`config.mk`:
```
export PLATFORM = sky130hd
export DESIGN_NAME = modbus_rtu_response_checker_core
export DESIGN_NICKNAME = d
export VERILOG_FILES = /design/src/hdl/mrc_pkg.sv /design/src/hdl/modbus_rtu_response_checker_core.sv /design/src/hdl/mrc_regs.sv /design/src/hdl/mrc_front.sv /design/src/hdl/mrc_queue.sv /design/src/hdl/mrc_back.sv
export SDC_FILE = /design/constraint.sdc
export NUM_CORES = 1
export LEC_CHECK = 0
export ABC_AREA = 1
export BUFFER_PORTS_ARGS = -buffer_cell sky130_fd_sc_hd__buf_2
export CAP_MARGIN = 10
export CORE_UTILIZATION = 60
export CTS_BUF_LIST = sky130_fd_sc_hd__clkbuf_8
export CTS_CLUSTER_DIAMETER = 60
export DETAILED_ROUTE_END_ITERATION = 8
export GPL_TIMING_DRIVEN = 0
export PLACE_DENSITY = 0.88
export SETUP_SLACK_MARGIN = 0.1
export SLEW_MARGIN = 10
export SYNTH_ARGS = -nofsm -noshare
export SYNTH_HDL_FRONTEND = slang
export SYNTH_HIERARCHICAL = 1
export SYNTH_SLANG_ARGS = --single-unit
```
`constraint.sdc`:
```
create_clock -name clk_i -period 9.3 [get_ports clk_i]
set_clock_uncertainty 0.2 [all_clocks]
set_input_delay 1.395 -clock clk_i [delete_from_list [all_inputs] [get_ports clk_i]]
set_output_delay 1.395 -clock clk_i [all_outputs]
set_load 0.1 [all_outputs]
```
`src/hdl/mrc_pkg.sv`:
```
// ----------------------------------------------------------------------------
// mrc_pkg: shared types and helpers for the Modbus RTU reply checker
// Function codes, status codes, queue entry and configuration structures,
// and the byte-wise CRC-16 helper used by the back end.
// ----------------------------------------------------------------------------
package mrc_pkg;

  // History of final status per job slot.
  localparam int unsigned JOB_SLOTS = 8;
  localparam int unsigned SLOT_W    = $clog2(JOB_SLOTS);

  // Bytes beyond this count are dropped from a frame.
  localparam logic [7:0] MAX_FRAME = 8'd255;

  // Shortest frames that can be judged at all, and for write echoes.
  localparam logic [7:0] MIN_FRAME      = 8'd5;
  localparam logic [7:0] MIN_ECHO_FRAME = 8'd6;

  // Positions of the header bytes within a frame.
  localparam logic [7:0] POS_ADDRESS  = 8'd0;
  localparam logic [7:0] POS_FUNCTION = 8'd1;
  localparam logic [7:0] POS_COUNT    = 8'd2;
  localparam logic [7:0] POS_DATA     = 8'd3;
  localparam logic [7:0] POS_ECHO_END = 8'd5;

  // CRC-16 in its reflected form.
  localparam logic [15:0] CRC_INIT = 16'hFFFF;
  localparam logic [15:0] CRC_POLY = 16'hA001;

  // Exception replies set the top bit of the function code.
  localparam logic [7:0] FN_MASK = 8'h7F;

  // Function codes.
  localparam logic [7:0] FN_READ_COILS       = 8'h01;
  localparam logic [7:0] FN_READ_DISCRETE    = 8'h02;
  localparam logic [7:0] FN_READ_HOLDING     = 8'h03;
  localparam logic [7:0] FN_READ_INPUT       = 8'h04;
  localparam logic [7:0] FN_WRITE_COIL       = 8'h05;
  localparam logic [7:0] FN_WRITE_REG        = 8'h06;
  localparam logic [7:0] FN_READ_EXC_STATUS  = 8'h07;
  localparam logic [7:0] FN_WRITE_COILS      = 8'h0F;
  localparam logic [7:0] FN_WRITE_REGS       = 8'h10;
  localparam logic [7:0] FN_READ_WRITE_REGS  = 8'h17;

  // Queue between front and back end.
  localparam int unsigned QUEUE_DEPTH = 2;
  localparam int unsigned QPTR_W      = $clog2(QUEUE_DEPTH);
  localparam int unsigned QCNT_W      = $clog2(QUEUE_DEPTH + 1);

  // Configuration port.
  localparam int unsigned PADDR_W = 5;
  localparam int unsigned PDATA_W = 32;

  typedef enum logic [2:0] {
    REG_SLAVE      = 3'd0,
    REG_FUNCTION   = 3'd1,
    REG_WORDS      = 3'd2,
    REG_ECHO_ADDR  = 3'd3,
    REG_ECHO_VALUE = 3'd4,
    REG_JOB_SLOT   = 3'd5
  } reg_idx_e;

  typedef enum logic [2:0] {
    ST_OK    = 3'd0,
    ST_SHORT = 3'd1,
    ST_BAD   = 3'd2,
    ST_CRC   = 3'd3,
    ST_EXC   = 3'd4
  } status_e;

  // Kind of work handed from the front end to the back end.
  typedef enum logic [1:0] {
    OP_BYTE      = 2'd0,
    OP_END_BYTE  = 2'd1,
    OP_END_EMPTY = 2'd2
  } op_e;

  typedef struct packed {
    op_e        op;
    logic [7:0] data;
    logic [7:0] pos;
  } entry_t;

  typedef struct packed {
    logic [7:0]  slave;
    logic [7:0]  func;
    logic [6:0]  words;
    logic [15:0] echo_addr;
    logic [15:0] echo_value;
    logic [2:0]  job_slot;
  } cfg_t;

  // One byte through the CRC, all eight shift steps in one go.
  function automatic logic [15:0] crc_feed(input logic [15:0] c, input logic [7:0] b);
    logic [15:0] r;
    r = c ^ {8'h00, b};
    for (int k = 0; k < 8; k++) begin
      r = r[0] ? ((r >> 1) ^ CRC_POLY) : (r >> 1);
    end
    return r;
  endfunction

  function automatic logic is_read_fn(input logic [7:0] f);
    return (f == FN_READ_COILS) || (f == FN_READ_DISCRETE) || (f == FN_READ_HOLDING) ||
           (f == FN_READ_INPUT) || (f == FN_READ_WRITE_REGS);
  endfunction

  function automatic logic is_write_fn(input logic [7:0] f);
    return (f == FN_WRITE_COIL) || (f == FN_WRITE_REG) || (f == FN_WRITE_COILS) ||
           (f == FN_WRITE_REGS);
  endfunction

  // Expected echo byte for frame positions two to five, by the low two bits.
  function automatic logic [7:0] echo_byte(input logic [1:0] idx, input cfg_t cfg);
    logic [7:0] r;
    case (idx)
      2'd2:    r = cfg.echo_addr[15:8];
      2'd3:    r = cfg.echo_addr[7:0];
      2'd0:    r = cfg.echo_value[15:8];
      default: r = cfg.echo_value[7:0];
    endcase
    return r;
  endfunction

endpackage

```
`src/hdl/modbus_rtu_response_checker_core.sv`:
```
// ----------------------------------------------------------------------------
// modbus_rtu_response_checker_core: Modbus RTU master reply checker
// Checks one received reply frame byte by byte and reports its final status.
// ----------------------------------------------------------------------------
// Usage:
//   The input channel takes one word per received byte (rx_byte_i with
//   byte_present_i high); frame_end_i marks the last word of a frame, and an
//   end word without a byte signals a timeout. Words with neither flag are
//   consumed and ignored. The output channel returns payload bytes of read
//   replies as they arrive (kind 0) and one status word per frame (kind 1).
//   Payload bytes are only good if the frame's status turns out ok.
//   A result passes the queue and then the output register once its input
//   word is accepted; one input word is taken per cycle while the queue has
//   room, and the CRC byte update and status decision are combinational.
//   A two-word queue sits between the input front end and the checking back
//   end, so when the receiver stalls the back end keeps its result in the
//   output register and input words are still taken until the queue fills.
//   Reset returns all registers to their defaults and clears the status
//   history of every job slot. Registers are to be written over the APB port
//   only while no frame is in progress; the block itself does not enforce it.
// ----------------------------------------------------------------------------
module modbus_rtu_response_checker_core (
  input  logic                          clk_i,
  input  logic                          rst_ni,
  // Input channel
  input  logic                          in_valid_i,
  output logic                          in_stall_o,
  input  logic [7:0]                    rx_byte_i,
  input  logic                          byte_present_i,
  input  logic                          frame_end_i,
  // Output channel
  output logic                          out_valid_o,
  input  logic                          out_stall_i,
  output logic                          kind_o,
  output logic [7:0]                    payload_byte_o,
  output logic [7:0]                    payload_offset_o,
  output logic [2:0]                    status_o,
  output logic [3:0]                    exception_code_o,
  output logic                          status_changed_o,
  output logic [7:0]                    frame_length_o,
  // Configuration port
  input  logic                          psel,
  input  logic                          penable,
  input  logic                          pwrite,
  input  logic [mrc_pkg::PADDR_W-1:0]   paddr,
  input  logic [mrc_pkg::PDATA_W-1:0]   pwdata,
  output logic [mrc_pkg::PDATA_W-1:0]   prdata,
  output logic                          pready
);
  import mrc_pkg::*;

  cfg_t   cfg;
  entry_t push_entry, head;
  logic   push, pop, q_full, q_empty;

  // Register file.
  mrc_regs u_regs (
    .clk_i   (clk_i),
    .rst_ni  (rst_ni),
    .psel    (psel),
    .penable (penable),
    .pwrite  (pwrite),
    .paddr   (paddr),
    .pwdata  (pwdata),
    .prdata  (prdata),
    .pready  (pready),
    .cfg_o   (cfg)
  );

  // Input front end.
  mrc_front u_front (
    .clk_i          (clk_i),
    .rst_ni         (rst_ni),
    .in_valid_i     (in_valid_i),
    .in_stall_o     (in_stall_o),
    .rx_byte_i      (rx_byte_i),
    .byte_present_i (byte_present_i),
    .frame_end_i    (frame_end_i),
    .q_full_i       (q_full),
    .push_o         (push),
    .push_entry_o   (push_entry)
  );

  // Queue between the two halves.
  mrc_queue u_queue (
    .clk_i        (clk_i),
    .rst_ni       (rst_ni),
    .push_i       (push),
    .push_entry_i (push_entry),
    .pop_i        (pop),
    .head_o       (head),
    .full_o       (q_full),
    .empty_o      (q_empty)
  );

  // Checking back end.
  mrc_back u_back (
    .clk_i            (clk_i),
    .rst_ni           (rst_ni),
    .cfg_i            (cfg),
    .head_i           (head),
    .empty_i          (q_empty),
    .pop_o            (pop),
    .out_valid_o      (out_valid_o),
    .out_stall_i      (out_stall_i),
    .kind_o           (kind_o),
    .payload_byte_o   (payload_byte_o),
    .payload_offset_o (payload_offset_o),
    .status_o         (status_o),
    .exception_code_o (exception_code_o),
    .status_changed_o (status_changed_o),
    .frame_length_o   (frame_length_o)
  );

endmodule

```
`src/hdl/mrc_regs.sv`:
```
// ----------------------------------------------------------------------------
// mrc_regs: configuration registers
// APB-style register file holding the expected reply parameters.
// ----------------------------------------------------------------------------
module mrc_regs (
  input  logic                          clk_i,
  input  logic                          rst_ni,
  input  logic                          psel,
  input  logic                          penable,
  input  logic                          pwrite,
  input  logic [mrc_pkg::PADDR_W-1:0]   paddr,
  input  logic [mrc_pkg::PDATA_W-1:0]   pwdata,
  output logic [mrc_pkg::PDATA_W-1:0]   prdata,
  output logic                          pready,
  output mrc_pkg::cfg_t                 cfg_o
);
  import mrc_pkg::*;

  cfg_t     cfg_q;
  logic     wr_en;
  reg_idx_e reg_idx;

  assign pready  = 1'b1;
  assign wr_en   = psel && penable && pwrite;
  assign reg_idx = reg_idx_e'(paddr[PADDR_W-1:2]);

  // Register writes; addresses beyond the list are ignored.
  always_ff @(posedge clk_i or negedge rst_ni) begin
    if (!rst_ni) begin
      cfg_q.slave      <= 8'd1;
      cfg_q.func       <= FN_READ_HOLDING;
      cfg_q.words      <= 7'd1;
      cfg_q.echo_addr  <= 16'h0000;
      cfg_q.echo_value <= 16'h0000;
      cfg_q.job_slot   <= 3'd0;
    end else if (wr_en) begin
      case (reg_idx)
        REG_SLAVE:      cfg_q.slave      <= pwdata[7:0];
        REG_FUNCTION:   cfg_q.func       <= pwdata[7:0];
        REG_WORDS:      cfg_q.words      <= pwdata[6:0];
        REG_ECHO_ADDR:  cfg_q.echo_addr  <= pwdata[15:0];
        REG_ECHO_VALUE: cfg_q.echo_value <= pwdata[15:0];
        REG_JOB_SLOT:   cfg_q.job_slot   <= pwdata[2:0];
        default: ;
      endcase
    end
  end

  // Read back.
  always_comb begin
    case (reg_idx)
      REG_SLAVE:      prdata = {24'h0, cfg_q.slave};
      REG_FUNCTION:   prdata = {24'h0, cfg_q.func};
      REG_WORDS:      prdata = {25'h0, cfg_q.words};
      REG_ECHO_ADDR:  prdata = {16'h0, cfg_q.echo_addr};
      REG_ECHO_VALUE: prdata = {16'h0, cfg_q.echo_value};
      REG_JOB_SLOT:   prdata = {29'h0, cfg_q.job_slot};
      default:        prdata = '0;
    endcase
  end

  assign cfg_o = cfg_q;

endmodule

```
`src/hdl/mrc_front.sv`:
```
// ----------------------------------------------------------------------------
// mrc_front: input front end
// Accepts input words, tracks the position within the frame, drops idle and
// overlong bytes, and tags each remaining word for the back end.
// ----------------------------------------------------------------------------
module mrc_front (
  input  logic            clk_i,
  input  logic            rst_ni,
  input  logic            in_valid_i,
  output logic            in_stall_o,
  input  logic [7:0]      rx_byte_i,
  input  logic            byte_present_i,
  input  logic            frame_end_i,
  input  logic            q_full_i,
  output logic            push_o,
  output mrc_pkg::entry_t push_entry_o
);
  import mrc_pkg::*;

  logic [7:0] pos_q, pos_d;
  logic       accept;
  logic       take_byte;

  assign in_stall_o = q_full_i;
  assign accept     = in_valid_i && !q_full_i;
  assign take_byte  = byte_present_i && (pos_q < MAX_FRAME);

  // Classify the word; idle words and bytes past the frame limit go nowhere.
  always_comb begin
    push_o            = accept && (frame_end_i || take_byte);
    push_entry_o.data = rx_byte_i;
    push_entry_o.pos  = pos_q;
    if (frame_end_i) begin
      push_entry_o.op = take_byte ? OP_END_BYTE : OP_END_EMPTY;
    end else begin
      push_entry_o.op = OP_BYTE;
    end
  end

  // Frame position counter.
  always_comb begin
    pos_d = pos_q;
    if (accept) begin
      if (frame_end_i) begin
        pos_d = 8'd0;
      end else if (take_byte) begin
        pos_d = pos_q + 8'd1;
      end
    end
  end

  always_ff @(posedge clk_i or negedge rst_ni) begin
    if (!rst_ni) begin
      pos_q <= 8'd0;
    end else begin
      pos_q <= pos_d;
    end
  end

endmodule

```
`src/hdl/mrc_queue.sv`:
```
// ----------------------------------------------------------------------------
// mrc_queue: short queue between front and back end
// A small FIFO of tagged words so that either side can stall on its own.
// ----------------------------------------------------------------------------
module mrc_queue (
  input  logic            clk_i,
  input  logic            rst_ni,
  input  logic            push_i,
  input  mrc_pkg::entry_t push_entry_i,
  input  logic            pop_i,
  output mrc_pkg::entry_t head_o,
  output logic            full_o,
  output logic            empty_o
);
  import mrc_pkg::*;

  entry_t             mem_q [QUEUE_DEPTH];
  logic [QPTR_W-1:0]  wr_ptr_q, rd_ptr_q;
  logic [QCNT_W-1:0]  count_q;
  logic               do_push, do_pop;

  assign full_o  = (count_q == QCNT_W'(QUEUE_DEPTH));
  assign empty_o = (count_q == '0);
  assign do_push = push_i && !full_o;
  assign do_pop  = pop_i && !empty_o;
  assign head_o  = mem_q[rd_ptr_q];

  // Storage.
  always_ff @(posedge clk_i) begin
    if (do_push) begin
      mem_q[wr_ptr_q] <= push_entry_i;
    end
  end

  // Pointers and fill count.
  always_ff @(posedge clk_i or negedge rst_ni) begin
    if (!rst_ni) begin
      wr_ptr_q <= '0;
      rd_ptr_q <= '0;
      count_q  <= '0;
    end else begin
      if (do_push) begin
        wr_ptr_q <= wr_ptr_q + QPTR_W'(1);
      end
      if (do_pop) begin
        rd_ptr_q <= rd_ptr_q + QPTR_W'(1);
      end
      if (do_push && !do_pop) begin
        count_q <= count_q + QCNT_W'(1);
      end else if (do_pop && !do_push) begin
        count_q <= count_q - QCNT_W'(1);
      end
    end
  end

endmodule

```
`src/hdl/mrc_back.sv`:
```
// ----------------------------------------------------------------------------
// mrc_back: frame checking back end
// Runs the CRC and the header capture on each byte, forwards payload bytes,
// and judges the frame at its end word. Results leave through a register.
// ----------------------------------------------------------------------------
module mrc_back (
  input  logic            clk_i,
  input  logic            rst_ni,
  input  mrc_pkg::cfg_t   cfg_i,
  input  mrc_pkg::entry_t head_i,
  input  logic            empty_i,
  output logic            pop_o,
  output logic            out_valid_o,
  input  logic            out_stall_i,
  output logic            kind_o,
  output logic [7:0]      payload_byte_o,
  output logic [7:0]      payload_offset_o,
  output logic [2:0]      status_o,
  output logic [3:0]      exception_code_o,
  output logic            status_changed_o,
  output logic [7:0]      frame_length_o
);
  import mrc_pkg::*;

  // Frame state.
  logic [15:0] crc_q, lag0_q, lag1_q;
  logic [7:0]  tail0_q, tail1_q;
  logic [7:0]  seen_addr_q, seen_fn_q, seen_cnt_q;
  logic        echo_mis_q;
  logic [6:0]  hist_q [JOB_SLOTS];

  // State after the current word's byte.
  logic [15:0] crc_d, lag0_d, lag1_d;
  logic [7:0]  tail0_d, tail1_d;
  logic [7:0]  seen_addr_d, seen_fn_d, seen_cnt_d;
  logic        echo_mis_d;

  // Output register.
  logic        out_valid_q;
  logic        kind_q;
  logic [7:0]  pay_byte_q, pay_off_q, frame_len_q;
  status_e     status_q;
  logic [3:0]  exc_code_q;
  logic        changed_q;

  logic              ready, is_byte, is_end, emit_pay, result;
  logic [7:0]        pos, b, ef, len, pay_off;
  logic [15:0]       chk_crc;
  status_e           st;
  logic [3:0]        code;
  logic [6:0]        stored;
  logic [SLOT_W-1:0] slot;

  assign ready   = !out_valid_q || !out_stall_i;
  assign pop_o   = !empty_i && ready;
  assign is_byte = (head_i.op == OP_BYTE) || (head_i.op == OP_END_BYTE);
  assign is_end  = (head_i.op == OP_END_BYTE) || (head_i.op == OP_END_EMPTY);
  assign pos     = head_i.pos;
  assign b       = head_i.data;
  assign ef      = cfg_i.func;
  assign slot    = cfg_i.job_slot[SLOT_W-1:0];

  // Byte update of the running state.
  always_comb begin
    crc_d       = crc_q;
    lag0_d      = lag0_q;
    lag1_d      = lag1_q;
    tail0_d     = tail0_q;
    tail1_d     = tail1_q;
    seen_addr_d = seen_addr_q;
    seen_fn_d   = seen_fn_q;
    seen_cnt_d  = seen_cnt_q;
    echo_mis_d  = echo_mis_q;
    if (is_byte) begin
      crc_d   = crc_feed(crc_q, b);
      lag0_d  = crc_q;
      lag1_d  = lag0_q;
      tail0_d = b;
      tail1_d = tail0_q;
      if (pos == POS_ADDRESS) begin
        seen_addr_d = b;
      end
      if (pos == POS_FUNCTION) begin
        seen_fn_d = b;
      end
      if (pos == POS_COUNT) begin
        seen_cnt_d = b;
      end
      if ((pos >= POS_COUNT) && (pos <= POS_ECHO_END) && (b != echo_byte(pos[1:0], cfg_i))) begin
        echo_mis_d = 1'b1;
      end
    end
  end

  // Payload forwarding for read replies and the exception status reply.
  always_comb begin
    emit_pay = 1'b0;
    pay_off  = 8'd0;
    if ((head_i.op == OP_BYTE) && (pos >= POS_COUNT) && (seen_fn_q == ef)) begin
      if (is_read_fn(ef) && (pos >= POS_DATA) && ((pos - POS_DATA) < seen_cnt_q)) begin
        emit_pay = 1'b1;
        pay_off  = pos - POS_DATA;
      end else if ((ef == FN_READ_EXC_STATUS) && (pos == POS_COUNT)) begin
        emit_pay = 1'b1;
      end
    end
  end

  // Final judgement of the frame, on the state that includes the end byte.
  always_comb begin
    len     = is_byte ? (pos + 8'd1) : pos;
    chk_crc = lag1_d;
    code    = 4'd0;
    if (len < MIN_FRAME) begin
      st = ST_SHORT;
    end else if (seen_addr_d != cfg_i.slave) begin
      st = ST_BAD;
    end else if ((tail0_d != chk_crc[15:8]) || (tail1_d != chk_crc[7:0])) begin
      st = ST_CRC;
    end else if (seen_fn_d != ef) begin
      if ((seen_fn_d & FN_MASK) == ef) begin
        st   = ST_EXC;
        code = seen_cnt_d[3:0];
      end else begin
        st = ST_BAD;
      end
    end else if (is_read_fn(ef)) begin
      st = ({1'b0, seen_cnt_d[7:1]} != {1'b0, cfg_i.words}) ? ST_BAD : ST_OK;
    end else if (is_write_fn(ef)) begin
      st = (echo_mis_d || (len < MIN_ECHO_FRAME)) ? ST_BAD : ST_OK;
    end else if (ef == FN_READ_EXC_STATUS) begin
      st = ST_OK;
    end else begin
      st = ST_BAD;
    end
    stored = {st, code};
  end

  assign result = is_end || emit_pay;

  // Frame state and status history.
  always_ff @(posedge clk_i or negedge rst_ni) begin
    if (!rst_ni) begin
      crc_q       <= CRC_INIT;
      lag0_q      <= CRC_INIT;
      lag1_q      <= CRC_INIT;
      tail0_q     <= 8'd0;
      tail1_q     <= 8'd0;
      seen_addr_q <= 8'd0;
      seen_fn_q   <= 8'd0;
      seen_cnt_q  <= 8'd0;
      echo_mis_q  <= 1'b0;
      for (int k = 0; k < JOB_SLOTS; k++) begin
        hist_q[k] <= 7'd0;
      end
    end else if (pop_o) begin
      if (is_end) begin
        crc_q        <= CRC_INIT;
        lag0_q       <= CRC_INIT;
        lag1_q       <= CRC_INIT;
        tail0_q      <= 8'd0;
        tail1_q      <= 8'd0;
        seen_addr_q  <= 8'd0;
        seen_fn_q    <= 8'd0;
        seen_cnt_q   <= 8'd0;
        echo_mis_q   <= 1'b0;
        hist_q[slot] <= stored;
      end else begin
        crc_q       <= crc_d;
        lag0_q      <= lag0_d;
        lag1_q      <= lag1_d;
        tail0_q     <= tail0_d;
        tail1_q     <= tail1_d;
        seen_addr_q <= seen_addr_d;
        seen_fn_q   <= seen_fn_d;
        seen_cnt_q  <= seen_cnt_d;
        echo_mis_q  <= echo_mis_d;
      end
    end
  end

  // Output valid flag.
  always_ff @(posedge clk_i or negedge rst_ni) begin
    if (!rst_ni) begin
      out_valid_q <= 1'b0;
    end else if (ready) begin
      out_valid_q <= pop_o && result;
    end
  end

  // Output word.
  always_ff @(posedge clk_i) begin
    if (pop_o && result) begin
      kind_q      <= is_end;
      pay_byte_q  <= is_end ? 8'd0 : b;
      pay_off_q   <= is_end ? 8'd0 : pay_off;
      status_q    <= is_end ? st : ST_OK;
      exc_code_q  <= is_end ? code : 4'd0;
      changed_q   <= is_end && (hist_q[slot] != stored);
      frame_len_q <= len;
    end
  end

  assign out_valid_o      = out_valid_q;
  assign kind_o           = kind_q;
  assign payload_byte_o   = pay_byte_q;
  assign payload_offset_o = pay_off_q;
  assign status_o         = status_q;
  assign exception_code_o = exc_code_q;
  assign status_changed_o = changed_q;
  assign frame_length_o   = frame_len_q;

  // A frame end always clears the running frame state.
  a_end_clears: assert property (@(posedge clk_i) disable iff (!rst_ni)
    (pop_o && is_end) |=> (crc_q == CRC_INIT) && (lag1_q == CRC_INIT) && (seen_fn_q == 8'd0))
    else $error("frame state not cleared after frame end");

  // A frame end always produces a status word on the next cycle.
  a_end_reports: assert property (@(posedge clk_i) disable iff (!rst_ni)
    (pop_o && is_end) |=> (out_valid_q && kind_q))
    else $error("frame end did not produce a status word");

  // Payload words carry a clean status.
  a_payload_clean: assert property (@(posedge clk_i) disable iff (!rst_ni)
    (out_valid_q && !kind_q) |-> ((status_q == ST_OK) && !changed_q && (exc_code_q == 4'd0)))
    else $error("payload word carries status");

  // Exception codes appear only with exception status.
  a_code_only_exc: assert property (@(posedge clk_i) disable iff (!rst_ni)
    (out_valid_q && kind_q && (status_q != ST_EXC)) |-> (exc_code_q == 4'd0))
    else $error("exception code without exception status");

endmodule

```
Word level (Yosys, flattened, before mapping)
Memories as Yosys holds them, arrays and structs flattened.
Index checks and enable logic that the tools add are counted.
{"block": "op_classes", "magnitude_cmp": 9, "addsub": 7, "n_reduce_logical": 58, "n_eq_ne": 31, "mux": 66, "bitwise": 12}
{"operator": "$mux W16", "count": 14}
{"operator": "$mux W8", "count": 17}
{"operator": "$pmux W16 S6", "count": 1}
{"operator": "$bwmux W56", "count": 1}
{"operator": "$ne A8 B8 Y1", "count": 5}
{"operator": "$eq A8 B3 Y1 const B", "count": 4}
{"operator": "$eq A8 B2 Y1 const B", "count": 3}
{"operator": "$not A2 Y3", "count": 8}
{"operator": "$pmux W8 S3", "count": 1}
{"operator": "$bmux W7 S3", "count": 1}
{"operator": "$demux W7 S3", "count": 1}
{"operator": "$mux W3", "count": 7}
{"operator": "$mux W7", "count": 3}
{"operator": "$logic_and A1 B1 Y1", "count": 20}
{"operator": "$mux W4", "count": 5}
{"operator": "$reduce_and A2 Y1", "count": 9}
{"operator": "$add A8 B1 Y8 const B", "count": 2}
{"operator": "$eq A8 B1 Y1 const B", "count": 2}
{"operator": "$eq A8 B5 Y1 const B", "count": 2}
{"operator": "$ge A8 B2 Y1 const B", "count": 2}
{"operator": "$lt A8 B3 Y1 const B", "count": 2}
{"operator": "$xor A16 B8 Y16", "count": 1}
{"operator": "$logic_or A1 B1 Y1", "count": 14}
{"operator": "$mux W2", "count": 7}
{"operator": "other kinds (27)", "count": 51}
{"block": "word_totals", "n_memories": 1, "input_bits": 54, "elab_cells": 219, "out_inout_bits": 68, "regBits": 249, "ramBits": 36}
{"memory": "u_queue.mem_q", "depth": 2, "word_bits": 18, "rd": 1, "rd_clocked_by_memory_dff": 0, "wr": 1, "line": "mrc_queue.sv:17", "rtl": "entry_t mem_q [QUEUE_DEPTH];"}

Logic depth before layout (Yosys ltp)
An unclocked memory read counts as a cell.
{"block": "depth", "depth_word": 20, "mapped_depth": 28, "depth_no_buf": 26}

Cells and area by module
Netlist, hierarchy kept.
{"mod": "mrc_back", "cells_per_inst": 1389, "instances": 1, "seq_area_each_um2": 4573.1, "area_each_um2": 10331.2}
{"mod": "mrc_regs", "cells_per_inst": 366, "instances": 1, "seq_area_each_um2": 1456.4, "area_each_um2": 2971.6}
{"mod": "mrc_queue", "cells_per_inst": 125, "instances": 1, "seq_area_each_um2": 1181.1, "area_each_um2": 1537.7}
{"mod": "mrc_front", "cells_per_inst": 94, "instances": 1, "seq_area_each_um2": 200.2, "area_each_um2": 636.9}

Least setup slack after synthesis
OpenSTA, ideal clock, no wires.
{"block": "synth_timing", "kind": "in2out", "startpoint": "in paddr[3] (netlist bit)", "endpoint": "out prdata[10] (netlist bit)", "path_stages": 5, "setup_slack_ns": 4.288, "required_time_ns": 7.705, "arrival_time_ns": 3.417, "n_path_buf": 2, "cell_sequence": "buf_6 -> nor2_8 -> nand2_4 -> buf_2 -> o22ai_1"}
{"block": "synth_between", "elab_chain_len": 2, "word_cells_on_any_way": 7, "cone_classes": "eq/ne: 5; mux: 1; reduce/logical: 1"}
{"element": "from (decl)", "line": "modbus_rtu_response_checker_core.sv:45", "rtl": "input logic [mrc_pkg::PADDR_W-1:0] paddr,"}
{"element": "$eq A3 B3 Y1 (tied with other cells)", "line": "mrc_regs.sv:51", "rtl": "case (reg_idx)"}
{"element": "$pmux W16 S6 (*)", "line": "mrc_regs.sv:51"}
{"element": "to (decl)", "line": "modbus_rtu_response_checker_core.sv:47", "rtl": "output logic [mrc_pkg::PDATA_W-1:0] prdata,"}
Every way passes the cells marked *; elsewhere a longest branch is shown, timed or not.

==> impl_results.md <==
- Power per standard cell area: 371 nW/um^2
- Yosys warnings: 6
- Synthesized-area fraction occupied by and/or/nand/nor cells: 27.5%
- Placer's final routability congestion estimate: 0.945
- F_max: 208 MHz
- Top Ports: 122
- Instance area at placement: 16,500 um^2
- Headroom to the max-slew limit: 42.3%
- Number of buffers inserted during clock tree synthesis: 48
- Post-synth top area cell: sky130_fd_sc_hd__dfrtp_1
- DIE HEIGHT: 163 um
- Summed instance area of the synthesized netlist: 15,500 um^2
- Detail Placement HPWL: 30.8 mm
- Antenna violations before repair: 0
- Worst setup path category: reg2reg
- Area growth from synthesis to final layout: 12.2%
- Pre-antenna DRT Iters: 9
- Post-detailed-route via-to-cell ratio: 5.77
- Count of final setup violators: 0
- Worst hold margin: 0.277 ns
- Fraction of synthesis flops using an asynchronous set or reset pin: 75.4%
- Mean cell area of the mapped netlist: 7.84 um^2
- Quantity of I/O buffers inserted on ports: 77
- Cells resized by post-CTS repair: 0
- Number of cells in the finished layout apart from fillers: 2,490
- Most instantiated cells after synthesis: 630 x sky130_fd_sc_hd__nand2_1, 243 x sky130_fd_sc_hd__inv_1, 164 x sky130_fd_sc_hd__dfrtp_1
- Area inside the core boundary: 25,300 um^2
- Sequential fraction of the synthesis area: 47.9%
- Multiplexer area fraction after synthesis: 0%
- Gr ovfl total: 0
- Compound-cell area share of the yosys netlist: 11.5%
- Critical path origin: u_queue/rd_ptr_q$_DFFE_PN0P_
- Reported leakage power: 8.61 nW
- Fin nets: 2,192
- CP Capture Type: flip-flop
- Routed length per instance: 17.2 um
- Final total negative setup slack: 0 ns
- Final worst path period share: 51.7%
- Count of flip-flops with a built-in enable after synthesis: 69
- Slew at the pin closest to its max-slew limit: 0.866 ns
- Number of post-CTS setup repair buffers: 0
- Cells on worst reg2reg path: 18
- Buffers from clock root to sink, at most: 3
- Placed Instances: 2,400
- Proportion of netlist area held by the largest area contributor: 26.5%
- Cts hold-fix bufs: 0
- Capturing point of the worst reg2reg path: u_back/frame_length_o[6]$_DFFE_PP_
- Worst R2R Setup Slack: 4.49 ns
- DIE AREA: 26,400 um^2
- Most area-consuming cells after synthesis: sky130_fd_sc_hd__dfrtp_1 27%, sky130_fd_sc_hd__nand2_1 15%, sky130_fd_sc_hd__edfxtp_1 13%
- Pwr Total: 6.43 mW
- Root buffer cell: sky130_fd_sc_hd__clkbuf_8
- Combinational family with the most area after synthesis: simple AND/OR/NAND/NOR gates
- Cell area after layout: 17,400 um^2
- Synthesized instance count: 1,974
- Clock latency on the worst-skew pair: 0.58 ns
- CTS tree: done
- Distinct cells, synth: 47
- Final max-slew violation count: 0
- Worst hold path type: reg2reg
- Clock-pin transition on the worst setup and hold timing paths: 0.06 ns
- Largest net degree at the start of global routing: 82
- H-Tree Depth: 2
- Startpoint type of the worst setup path: flip-flop
- Worst-path fanout max: 24
- Launching point of the worst reg2reg path: u_queue/rd_ptr_q$_DFFE_PN0P_
- Violations in the final reports: design-rule violations
- Arrival time at the worst endpoint: 4.88 ns
- Max rail drop VDD: 0.309 mV
- Outcome: finished with violations
- DRC violation count after routing: 1
- Capturing element of the worst setup path: u_back/frame_length_o[6]$_DFFE_PP_
- Vias in the first global route: 13,500
- Post-layout minimum cycle time: 4.81 ns
- Share of layout cells above drive strength 1: 14.2%
- Fraction of synthesized cell area in xor and xnor cells: 1.87%
- Detailed-route wire length: 42.8 mm
- Die W: 163 um
- Violation count after the first detailed-route iteration: 1,645
- Overall global routing resource usage: 33.0%
- Seq cells post-synth: 280
- # rows: 58
- Ys flop type: sky130_fd_sc_hd__dfrtp_1
- Number of vias in the routed layout: 14,400
- Antenna Diode Count: 0
- First-pass GRT wire length: 68.7 mm
- Max Cap Violations: 0
- Adder-cell share of the synthesized area: 1.46%
- ANT nets after route: 0
- Hold Vio Cnt, Final: 0
- Starting density of the core: 61.3%
- Most common cell in the synthesized netlist: sky130_fd_sc_hd__nand2_1
- Sinks on Clock Net: 280
- Critical path required time: 9.37 ns
- Unrepaired setup endpoints after global routing: no
-- critical path: stages, from the launching register on --
cell and delay (ns):
sky130_fd_sc_hd__dfrtp_1 0.41, sky130_fd_sc_hd__buf_4 0.19, sky130_fd_sc_hd__nand2_1 0.06, sky130_fd_sc_hd__nand2_1 0.30, sky130_fd_sc_hd__ha_1 0.34, sky130_fd_sc_hd__buf_2 0.21, sky130_fd_sc_hd__inv_1 0.08, sky130_fd_sc_hd__nand2_1 0.10
sky130_fd_sc_hd__nor2_1 0.21, sky130_fd_sc_hd__nand2_1 0.09, sky130_fd_sc_hd__xor2_1 0.24, sky130_fd_sc_hd__inv_1 0.08, sky130_fd_sc_hd__ha_1 0.28, sky130_fd_sc_hd__nand2_1 0.09, sky130_fd_sc_hd__nor2_1 0.05, sky130_fd_sc_hd__a2111oi_0 0.49
sky130_fd_sc_hd__o21ai_0 0.23, sky130_fd_sc_hd__a21oi_4 0.60, sky130_fd_sc_hd__buf_16 0.24
-- cell families (layout without fill, tap and decap cells) --
family          count (synthesis)  in the layout
xor+xnor                       33             33
simple gates                  982            982
buf+inv                       341            512
compound gates                318            318
other cells                     2             17
fa+ha+maj                      18             18
flops                         280            280
-- per-layer routing --
| metal | vias to the layer above | global-route usage, % | part of all wire (%) | routed length, um |
|---|---|---|---|---|
| li1 | 6678 | - | - | - |
| met1 | 6627 | 43.7 | 39 | 16900 |
| met2 | 902 | 51.6 | 45 | 19400 |
| met3 | 160 | 7.23 | 11 | 4630 |
| met4 | 0 | 15.7 | 4.5 | 1920 |
| met5 | - | 0 | 0 | 0 |
-- layout make-up --
cell class                 instances  area, um^2
buffer                            92         566
clock buffer                      50         688
clock inverter                    40         225
fill                            2022        7890
inverter                         249         937
multi-input combinational       1368        6630
sequential                       280        7410
tap                              330         413
timing repair buffer              81         493
-- how the worst min path moves through the flow --
stage	startpoint	end	slack (ns)	depth (start not counted)
global route	u_back/hist_q[47]$_DFFE_PN0P_	u_back/hist_q[47]$_DFFE_PN0P_	0.30	2
detailed placement	u_queue/wr_ptr_q$_DFFE_PN0N_	u_queue/wr_ptr_q$_DFFE_PN0N_	0.26	2
floorplan	u_back/hist_q[14]$_DFFE_PN0P_	u_back/hist_q[14]$_DFFE_PN0P_	0.25	2
finish	u_back/hist_q[47]$_DFFE_PN0P_	u_back/hist_q[47]$_DFFE_PN0P_	0.28	2
global placement	u_back/hist_q[14]$_DFFE_PN0P_	u_back/hist_q[14]$_DFFE_PN0P_	0.26	2
CTS	u_queue/wr_ptr_q$_DFFE_PN0N_	u_queue/wr_ptr_q$_DFFE_PN0N_	0.28	2
-- report_power, final --
part           switching, mW  total (mW)  internal [mW]
clock                  0.499        1.05          0.556
sequential             0.215        1.95           1.73
combinational           2.56        3.43          0.871
total                   3.27        6.43           3.16
-- layout by cell type, fill, tap and decap left out, drive strengths merged, types with 2 or more instances in the layout --
cell type and n:
o21ai 176, or2 8, nand3b 8, conb 17, nor2 153, ha 18, a21oi 37, o22ai 67
clkbuf 72, buf 151, edfxtp 69, nand3 129, nand2 647, xor2 17, clkinv 10, bufinv 2
a221oi 2, a22oi 27, nand4 25, or4 3, dfrtp 164, xnor2 16, nor3 9, inv 277
dfstp 47
-- through the flow --
step	utilization, %	setup slack, ns
floorplan	-	4.29
global placement	64.7	2.93
detailed placement	65.2	4.63
CTS	68.8	4.60
global route	68.8	4.36
finish	68.8	4.49
-- registers in the layout, indices dropped and copies added (netlist names), 11 cells and up --
register and count:
u_back/lag1_q 16, u_queue/mem_q 36, u_regs/cfg_o 58, u_back/lag0_q 11, u_back/hist_q 56, u_back/crc_q 16
No activity file was read; power rests on OpenSTA's default activity.
